`src/hw/rtl/lpad_pkg.sv`:
```
`default_nettype none

package lpad_pkg;

  // Parse phase; the encoding doubles as the byte class code.
  typedef enum logic [2:0] {
    PH_COUNT   = 3'd0,
    PH_PLEN    = 3'd1,
    PH_PATH    = 3'd2,
    PH_SIZE    = 3'd3,
    PH_CONTENT = 3'd4,
    PH_TRAIL   = 3'd5
  } lpad_phase_e;

  typedef enum logic [2:0] {
    CLS_COUNT   = 3'd0,
    CLS_PLEN    = 3'd1,
    CLS_PATH    = 3'd2,
    CLS_SIZE    = 3'd3,
    CLS_CONTENT = 3'd4,
    CLS_TRAIL   = 3'd5
  } lpad_class_e;

  typedef enum logic [1:0] {
    ST_BUSY  = 2'd0,
    ST_OK    = 2'd1,
    ST_TRUNC = 2'd2
  } lpad_status_e;

  // Index of the final byte of each little-endian field.
  localparam logic [2:0] CountLastIdx = 3'd3;
  localparam logic [2:0] PlenLastIdx  = 3'd1;
  localparam logic [2:0] SizeLastIdx  = 3'd7;

  typedef struct packed {
    lpad_phase_e  phase;
    logic [2:0]   field_byte_index;
    logic [63:0]  field_accum;
    logic [31:0]  files_left;
    logic [15:0]  path_left;
    logic [63:0]  content_left;
    logic [31:0]  current_file;
  } lpad_state_t;

  localparam lpad_state_t LpadStateReset = '{
    phase:            PH_COUNT,
    field_byte_index: 3'd0,
    field_accum:      64'd0,
    files_left:       32'd0,
    path_left:        16'd0,
    content_left:     64'd0,
    current_file:     32'd0
  };

  typedef struct packed {
    lpad_class_e  byte_class;
    logic [7:0]   data_out;
    logic [31:0]  file_number;
    logic         field_done;
    logic [63:0]  field_value;
    logic         file_end;
    lpad_status_e status;
  } lpad_result_t;

endpackage

`default_nettype wire

```
`src/hw/rtl/lpad_in_if.sv`:
```
`default_nettype none

interface lpad_in_if;
  logic       valid;
  logic       ready;
  logic [7:0] data_byte;
  logic       last_byte;

  modport source (output valid, output data_byte, output last_byte, input ready);
  modport sink   (input valid, input data_byte, input last_byte, output ready);
endinterface

`default_nettype wire

```
`src/hw/rtl/lpad_out_if.sv`:
```
`default_nettype none

interface lpad_out_if;
  logic        valid;
  logic        ready;
  logic [2:0]  byte_class;
  logic [7:0]  data_out;
  logic [31:0] file_number;
  logic        field_done;
  logic [63:0] field_value;
  logic        file_end;
  logic [1:0]  status;

  modport source (
    output valid, output byte_class, output data_out, output file_number,
    output field_done, output field_value, output file_end, output status,
    input ready
  );
  modport sink (
    input valid, input byte_class, input data_out, input file_number,
    input field_done, input field_value, input file_end, input status,
    output ready
  );
endinterface

`default_nettype wire

```
`src/hw/rtl/lpad_step.sv`:
```
`default_nettype none

module lpad_step (
  input  var lpad_pkg::lpad_state_t  state_i,
  input  var logic [7:0]             data_byte_i,
  input  var logic                   last_byte_i,
  output lpad_pkg::lpad_state_t      state_o,
  output lpad_pkg::lpad_result_t     result_o
);

  logic [63:0] accum;
  logic [31:0] files_dec;
  lpad_pkg::lpad_state_t nxt;

  // Merge the new byte into the field at its little-endian position.
  assign accum = state_i.field_accum |
                 ({56'd0, data_byte_i} << {state_i.field_byte_index, 3'b000});
  assign files_dec = state_i.files_left - 32'd1;

  always_comb begin
    nxt = state_i;
    result_o.byte_class  = lpad_pkg::CLS_TRAIL;
    result_o.data_out    = data_byte_i;
    result_o.file_number = state_i.current_file;
    result_o.field_done  = 1'b0;
    result_o.field_value = 64'd0;
    result_o.file_end    = 1'b0;
    result_o.status      = lpad_pkg::ST_BUSY;

    case (state_i.phase)
      lpad_pkg::PH_COUNT: begin
        result_o.byte_class  = lpad_pkg::CLS_COUNT;
        result_o.file_number = 32'd0;
        if (state_i.field_byte_index >= lpad_pkg::CountLastIdx) begin
          result_o.field_done  = 1'b1;
          result_o.field_value = {32'd0, accum[31:0]};
          nxt.field_accum      = 64'd0;
          nxt.field_byte_index = 3'd0;
          nxt.files_left       = accum[31:0];
          nxt.phase = (accum[31:0] == 32'd0) ? lpad_pkg::PH_TRAIL : lpad_pkg::PH_PLEN;
        end else begin
          nxt.field_accum      = accum;
          nxt.field_byte_index = state_i.field_byte_index + 3'd1;
        end
      end
      lpad_pkg::PH_PLEN: begin
        result_o.byte_class = lpad_pkg::CLS_PLEN;
        if (state_i.field_byte_index >= lpad_pkg::PlenLastIdx) begin
          result_o.field_done  = 1'b1;
          result_o.field_value = {48'd0, accum[15:0]};
          nxt.field_accum      = 64'd0;
          nxt.field_byte_index = 3'd0;
          nxt.path_left        = accum[15:0];
          nxt.phase = (accum[15:0] == 16'd0) ? lpad_pkg::PH_SIZE : lpad_pkg::PH_PATH;
        end else begin
          nxt.field_accum      = accum;
          nxt.field_byte_index = state_i.field_byte_index + 3'd1;
        end
      end
      lpad_pkg::PH_PATH: begin
        result_o.byte_class = lpad_pkg::CLS_PATH;
        nxt.path_left = state_i.path_left - 16'd1;
        if (state_i.path_left == 16'd1) begin
          nxt.phase = lpad_pkg::PH_SIZE;
        end
      end
      lpad_pkg::PH_SIZE: begin
        result_o.byte_class = lpad_pkg::CLS_SIZE;
        if (state_i.field_byte_index >= lpad_pkg::SizeLastIdx) begin
          result_o.field_done  = 1'b1;
          result_o.field_value = accum;
          nxt.field_accum      = 64'd0;
          nxt.field_byte_index = 3'd0;
          nxt.content_left     = accum;
          if (accum == 64'd0) begin
            // Empty content: close the file on its last size byte.
            result_o.file_end = 1'b1;
            nxt.files_left    = files_dec;
            nxt.current_file  = state_i.current_file + 32'd1;
            nxt.phase = (files_dec == 32'd0) ? lpad_pkg::PH_TRAIL : lpad_pkg::PH_PLEN;
          end else begin
            nxt.phase = lpad_pkg::PH_CONTENT;
          end
        end else begin
          nxt.field_accum      = accum;
          nxt.field_byte_index = state_i.field_byte_index + 3'd1;
        end
      end
      lpad_pkg::PH_CONTENT: begin
        result_o.byte_class = lpad_pkg::CLS_CONTENT;
        nxt.content_left = state_i.content_left - 64'd1;
        if (state_i.content_left == 64'd1) begin
          result_o.file_end = 1'b1;
          nxt.files_left    = files_dec;
          nxt.current_file  = state_i.current_file + 32'd1;
          nxt.phase = (files_dec == 32'd0) ? lpad_pkg::PH_TRAIL : lpad_pkg::PH_PLEN;
        end
      end
      default: begin
        result_o.byte_class = lpad_pkg::CLS_TRAIL;
        nxt.phase           = lpad_pkg::PH_TRAIL;
      end
    endcase

    // Final byte: report completeness and drop back to the reset state.
    if (last_byte_i) begin
      result_o.status = (nxt.phase == lpad_pkg::PH_TRAIL) ? lpad_pkg::ST_OK
                                                          : lpad_pkg::ST_TRUNC;
      nxt = lpad_pkg::LpadStateReset;
    end
  end

  assign state_o = nxt;

endmodule

`default_nettype wire

```
`src/hw/rtl/length_prefixed_archive_deframer_top.sv`:
```
// A byte's result is loaded into the output register at the edge that accepts the byte.
// One byte per cycle unless stalled; parse state updates in the same cycle a byte is taken.
// in_i.ready is high while the output register is empty or being drained this cycle.
// Reset (rst_ni low, asynchronous) clears the parse state to expecting the file count
// and empties the output register.
`default_nettype none

module length_prefixed_archive_deframer_top (
  input  var logic    clk_i,
  input  var logic    rst_ni,
  lpad_in_if.sink     in_i,
  lpad_out_if.source  out_o
);

  // Parse state: phase, field assembly and the remaining path/content/file counters.
  lpad_pkg::lpad_state_t  state_q, state_d;
  // Result register with its valid flag; it parts the input from the output side.
  lpad_pkg::lpad_result_t result_q, result_d;
  logic                   out_valid_q;
  logic                   in_fire;

  // Take a new byte whenever the result register is free or emptying now.
  assign in_i.ready = !out_valid_q || out_o.ready;
  assign in_fire    = in_i.valid && in_i.ready;

  // All per-byte work: classify, assemble fields, count down, set status.
  lpad_step u_step (
    .state_i     (state_q),
    .data_byte_i (in_i.data_byte),
    .last_byte_i (in_i.last_byte),
    .state_o     (state_d),
    .result_o    (result_d)
  );

  // Advance the parse state only on an accepted byte.
  always_ff @(posedge clk_i or negedge rst_ni) begin
    if (!rst_ni) begin
      state_q <= lpad_pkg::LpadStateReset;
    end else if (in_fire) begin
      state_q <= state_d;
    end
  end

  // Output valid: set on accept, clear when the sink takes the item with nothing behind it.
  always_ff @(posedge clk_i or negedge rst_ni) begin
    if (!rst_ni) begin
      out_valid_q <= 1'b0;
    end else if (in_fire) begin
      out_valid_q <= 1'b1;
    end else if (out_o.ready) begin
      out_valid_q <= 1'b0;
    end
  end

  // Payload needs no reset; load it with each accepted byte.
  always_ff @(posedge clk_i) begin
    if (in_fire) begin
      result_q <= result_d;
    end
  end

  assign out_o.valid       = out_valid_q;
  assign out_o.byte_class  = result_q.byte_class;
  assign out_o.data_out    = result_q.data_out;
  assign out_o.file_number = result_q.file_number;
  assign out_o.field_done  = result_q.field_done;
  assign out_o.field_value = result_q.field_value;
  assign out_o.file_end    = result_q.file_end;
  assign out_o.status      = result_q.status;

`ifndef SYNTH
  // A final byte always leaves the parser in its reset state.
  assert property (@(posedge clk_i) disable iff (!rst_ni)
    (in_fire && in_i.last_byte) |=>
      (state_q.phase == lpad_pkg::PH_COUNT && state_q.files_left == 32'd0 &&
       state_q.field_byte_index == 3'd0))
    else $error("parse state not cleared after final byte");

  // Field value is zero unless a field just completed.
  assert property (@(posedge clk_i) disable iff (!rst_ni)
    (out_o.valid && !out_o.field_done) |-> (out_o.field_value == 64'd0))
    else $error("field_value nonzero without field_done");

  // A file can only end on a size or content byte.
  assert property (@(posedge clk_i) disable iff (!rst_ni)
    (out_o.valid && out_o.file_end) |->
      (out_o.byte_class == lpad_pkg::CLS_SIZE || out_o.byte_class == lpad_pkg::CLS_CONTENT))
    else $error("file_end on wrong byte class");

  // Count bytes belong to no file yet.
  assert property (@(posedge clk_i) disable iff (!rst_ni)
    (out_o.valid && out_o.byte_class == lpad_pkg::CLS_COUNT) |->
      (out_o.file_number == 32'd0))
    else $error("count byte tagged with nonzero file number");
`endif

endmodule

`default_nettype wire

```
`src/flat_wrapper.sv`:
```
// flat-port wrapper written by rule: the top's interface ports become plain ports
module length_prefixed_archive_deframer_top_flat 
  (clk_i, rst_ni, in_i_valid, in_i_data_byte, in_i_last_byte, in_i_ready, out_o_valid, out_o_byte_class, out_o_data_out, out_o_file_number, out_o_field_done, out_o_field_value, out_o_file_end, out_o_status, out_o_ready);
  lpad_in_if in_i_i ();
  lpad_out_if out_o_i ();
  input  var logic clk_i;
  input  var logic rst_ni;
  input wire logic [$bits(in_i_i.valid)-1:0] in_i_valid;
  input wire logic [$bits(in_i_i.data_byte)-1:0] in_i_data_byte;
  input wire logic [$bits(in_i_i.last_byte)-1:0] in_i_last_byte;
  output wire logic [$bits(in_i_i.ready)-1:0] in_i_ready;
  output wire logic [$bits(out_o_i.valid)-1:0] out_o_valid;
  output wire logic [$bits(out_o_i.byte_class)-1:0] out_o_byte_class;
  output wire logic [$bits(out_o_i.data_out)-1:0] out_o_data_out;
  output wire logic [$bits(out_o_i.file_number)-1:0] out_o_file_number;
  output wire logic [$bits(out_o_i.field_done)-1:0] out_o_field_done;
  output wire logic [$bits(out_o_i.field_value)-1:0] out_o_field_value;
  output wire logic [$bits(out_o_i.file_end)-1:0] out_o_file_end;
  output wire logic [$bits(out_o_i.status)-1:0] out_o_status;
  input wire logic [$bits(out_o_i.ready)-1:0] out_o_ready;
  assign in_i_i.valid = in_i_valid;
  assign in_i_i.data_byte = in_i_data_byte;
  assign in_i_i.last_byte = in_i_last_byte;
  assign in_i_ready = in_i_i.ready;
  assign out_o_valid = out_o_i.valid;
  assign out_o_byte_class = out_o_i.byte_class;
  assign out_o_data_out = out_o_i.data_out;
  assign out_o_file_number = out_o_i.file_number;
  assign out_o_field_done = out_o_i.field_done;
  assign out_o_field_value = out_o_i.field_value;
  assign out_o_file_end = out_o_i.file_end;
  assign out_o_status = out_o_i.status;
  assign out_o_i.ready = out_o_ready;
  length_prefixed_archive_deframer_top u_core (.clk_i(clk_i), .rst_ni(rst_ni), .in_i(in_i_i), .out_o(out_o_i));
endmodule
```
`config.mk`:
```
export PLATFORM = sky130hd
export DESIGN_NAME = length_prefixed_archive_deframer_top_flat
export DESIGN_NICKNAME = d
export VERILOG_FILES = /design/src/hw/rtl/lpad_pkg.sv /design/src/hw/rtl/lpad_in_if.sv /design/src/hw/rtl/lpad_out_if.sv /design/src/hw/rtl/lpad_step.sv /design/src/hw/rtl/length_prefixed_archive_deframer_top.sv /design/src/flat_wrapper.sv
export SDC_FILE = /design/constraint.sdc
export NUM_CORES = 1
export LEC_CHECK = 0
export BUFFER_PORTS_ARGS = -buffer_cell sky130_fd_sc_hd__buf_2
export CELL_PAD_IN_SITES_DETAIL_PLACEMENT = 1
export CELL_PAD_IN_SITES_GLOBAL_PLACEMENT = 1
export CORE_MARGIN = 2
export CORE_UTILIZATION = 29
export DETAILED_ROUTE_END_ITERATION = 10
export PLACE_DENSITY_LB_ADDON = 0.1
export SLEW_MARGIN = 20
export SYNTH_ARGS = -nofsm -noshare
export SYNTH_HDL_FRONTEND = slang
export SYNTH_SLANG_ARGS = --single-unit
```
`constraint.sdc`:
```
create_clock -name clk_i -period 5.85 [get_ports clk_i]
set_clock_uncertainty 0.15 [all_clocks]
set_input_delay 1.17 -clock clk_i [delete_from_list [all_inputs] [get_ports clk_i]]
set_output_delay 1.17 -clock clk_i [all_outputs]
set_load 0.03 [all_outputs]
```
==> impl_results.md <==
- # hold bufs at CTS: 0
- Critical path type: register to register
- F_max: 0.228 GHz
- Synth top area share: 0.309
- Global-route wire length before repair: 107000 µm
- Synth-to-layout area growth: 16.5%
- DIE HEIGHT: 249 µm
- Yosys reg bits: roughly 330
- Top Usage Layer GRT: met1
- Clock Sinks: 326
- IO Pins: around 130
- Synthesized Nets: between 1500 and 2000
- Post-CTS setup repair buffer count: 0
- Post-synthesis sequential area ratio: 0.501
- TritonRoute pass-1 iters: 5
- Crit end category: register
- DP Wirelength: about 48000 µm
- Post-Syn Area: 17400 µm²
- Initial Util: 0.294
- Fillers: 6790
- Status: completed
- Largest net degree at the start of global routing: 104
- CP Launch Point: u_core.state_q[213]
- WL final: 71200 µm
- Core area: between 50000 and 60000 µm²
- Antenna violations before repair: 3
- CTS tree: yes
- Post-Synthesis Cells: 1900
- H-tree depth: 2
- Vias per cell: 5.74
- Share of cells above drive strength 1: 0.138
- Final hold violation count: 0
- GR Util met2: 0.329
- Leak Pwr: 0.00842 µW
- Tmin final: 4.39 ns
- Worst skew pair latency: about 0.57 ns
- Gr ovfl total: 0
- Post-CTS sizing: 0
- WL per Instance: 25.5 µm
- Unrepaired setup endpoints after global routing: false
- Crit Reg-Reg Startpoint: u_core.state_q[213]
- Async S/R FF share, synth: 0.660
- DRC violations left: 0
- Setup TNS: 0 ns
- Setup slack, reg-to-reg: 1.46 ns
- CP Capture Point: u_core.state_q[142]
- Fin. max-slew vios: 0
- Tot Pwr: around 9000 µW
- PD cells: 442 nW/µm²
- Layout Utilization: 0.343
- R2R depth: 6
- Number of global-route vias before repair: 16000
- Average cell area after synthesis: 9.16 µm²
- Crit path DAT: between 4 and 5 ns
- Clk buf depth: 3
- Worst slew pin tran: 1.21 ns
- Die area: approximately 62000 µm²
- FF-to-FF End: u_core.state_q[142]
- Total GRT Usage: 0.226
- Worst-path maximum fanout: 32
- YS warnings: 0
- Die X: approximately 250 µm
- Setup violators final: 0
- Number of buffers created by CTS: 42
- Fin crit share: 0.750
- Worst Setup Start Kind: register
- Number of max-cap violations: 0
- Fin nets: 2008
- Port Buffers: 125
- Top cells by area, synth: dfrtp_1 31%, edfxtp_1 19%, nor2_1 6.7%
- Number of core rows: between 80 and 90
- Drt initial violations: 1202
- Max_slew headroom: 0.190
- Area leader, netlist: dfrtp_1
- Antenna-violating nets left: 0
- Clk slew on worst S/H paths: 0.06 ns
- Crit path required time: about 6.1 ns
- Synth Flop Type: dfrtp_1
- Hold/Removal Path Class: register to register
- Post-synthesis cell type count: 87
- Global routing usage on met1: 0.336
- Placer Congestion: 0.836
- Worst IR Drop VDD: 187 µV
- EDFF count, synth: between 100 and 150
- Clock root cell: clkbuf_16
- Vias: 16000
- M3 GR Usage: 0.0362
sequential cells by signal (all words and copies together), names as in the netlist:
signal                    count
u_core.out_o.data_out         8
u_core.out_o.file_number     32
u_core.out_o.byte_class       3
u_core.out_o.valid            1
u_core.out_o.status           2
u_core.out_o.field_value     64
u_core.out_o.file_end         1
u_core.out_o.field_done       1
u_core.state_q              214
placed cells by master, fill, tap and decap left out, types with 8 or more instances in the layout:
master     instances
a2111oi_0         15
a211oi_1           8
a21oi_1          198
a22o_1            20
a31oi_1           46
and2_1            48
and3_1            11
buf_2            124
buf_4             47
clkbuf_16         43
clkinv_2           8
dfrtp_1          215
edfxtp_1         111
ha_1              11
inv_1             24
mux2i_1           13
nand2_1          114
nand2b_1          30
nand3_1           29
nand4_1           20
nor2_1           309
nor2b_1           28
nor3_1            60
nor4_1            29
o21ai_0          157
o22ai_1           14
o31ai_1           50
or2_2              8
or3_1             15
or4_1             20
routing by layer:
layer / share of wire / routed length (µm)
met5: 0 / 0
met4: 0.034 / 2400
met3: 0.058 / 4160
met2: 0.42 / 30000
met1: 0.49 / 34700
worst min path at each step:
stage                     depth (start not counted)             endpoint                start  slack (ns)
after floorplan                                   2  u_core.state_q[105]  u_core.state_q[105]        0.31
after global placement                            2  u_core.state_q[105]  u_core.state_q[105]        0.33
after detailed placement                          2  u_core.state_q[105]  u_core.state_q[105]        0.34
after CTS                                         2  u_core.state_q[105]  u_core.state_q[105]        0.36
after global routing                              1  u_core.state_q[110]  u_core.state_q[110]        0.39
final                                             2  u_core.state_q[105]  u_core.state_q[105]        0.36
critical path: stages, from the launching register on:
cell and delay (ns):
dfrtp_1 0.95, nor3b_2 0.94, nand2_1 0.54, o21bai_4 0.91
nand2b_1 0.20, buf_4 0.35, o21ai_0 0.16
power by group:
| group | internal, µW | switching (µW) |
|---|---|---|
| sequential | 2640 | 331 |
| combinational | 945 | 2360 |
| clock | 1580 | 1110 |
metrics by stage:
| step | instance area (µm²) | hold WS [ns] | std cells | setup WS, ns |
|---|---|---|---|---|
| CTS | 20200 | 0.357 | 2789 | 1.58 |
| global route | 20300 | 0.392 | 2790 | 1.26 |
| floorplan | 17400 | 0.311 | 1900 | 1.02 |
| finish | 20300 | 0.356 | 2791 | 1.46 |
| detailed placement | 18800 | 0.342 | 2712 | 1.32 |
| global placement | 18800 | 0.335 | 2712 | 1.42 |
logic make-up (layout without fill, tap and decap cells):
family                     Yosys count  count (layout)  synth area share
AOI/OAI and AO/OA                  605             605             0.216
other                                0               1                 0
xor gates and xnor gates             6               6           0.00302
adders and majority gates           11              11           0.00791
and+or+nand+nor                    779             779             0.225
DFF                                326             326             0.501
buffers and inverters              159             276            0.0388
muxes                               14              14           0.00813
cell type report:
| class | count | area [µm²] | area share |
|---|---|---|---|
| antenna | 1 | 2.50 | 0.000123 |
| tap | 773 | 967 | 0.0477 |
| sequential | 326 | 8710 | 0.430 |
| clock inverter | 25 | 241 | 0.0119 |
| clock buffer | 52 | 1150 | 0.0567 |
| timing repair buffer | 173 | 1020 | 0.0501 |
| multi-input combinational | 1415 | 8070 | 0.398 |
| inverter | 26 | 101 | 0.00500 |
Yosys cell counts, drive strengths merged (35+ instances only):
| cell | n |
|---|---|
| nor2 | 310 |
| dfrtp | 215 |
| a21oi | 198 |
| o21ai | 162 |
| nand2 | 114 |
| edfxtp | 111 |
| clkbuf | 103 |
| nor3 | 64 |
| o31ai | 50 |
| and2 | 48 |
| a31oi | 46 |
| nor4 | 35 |
Power figures use the tool's default switching activity.
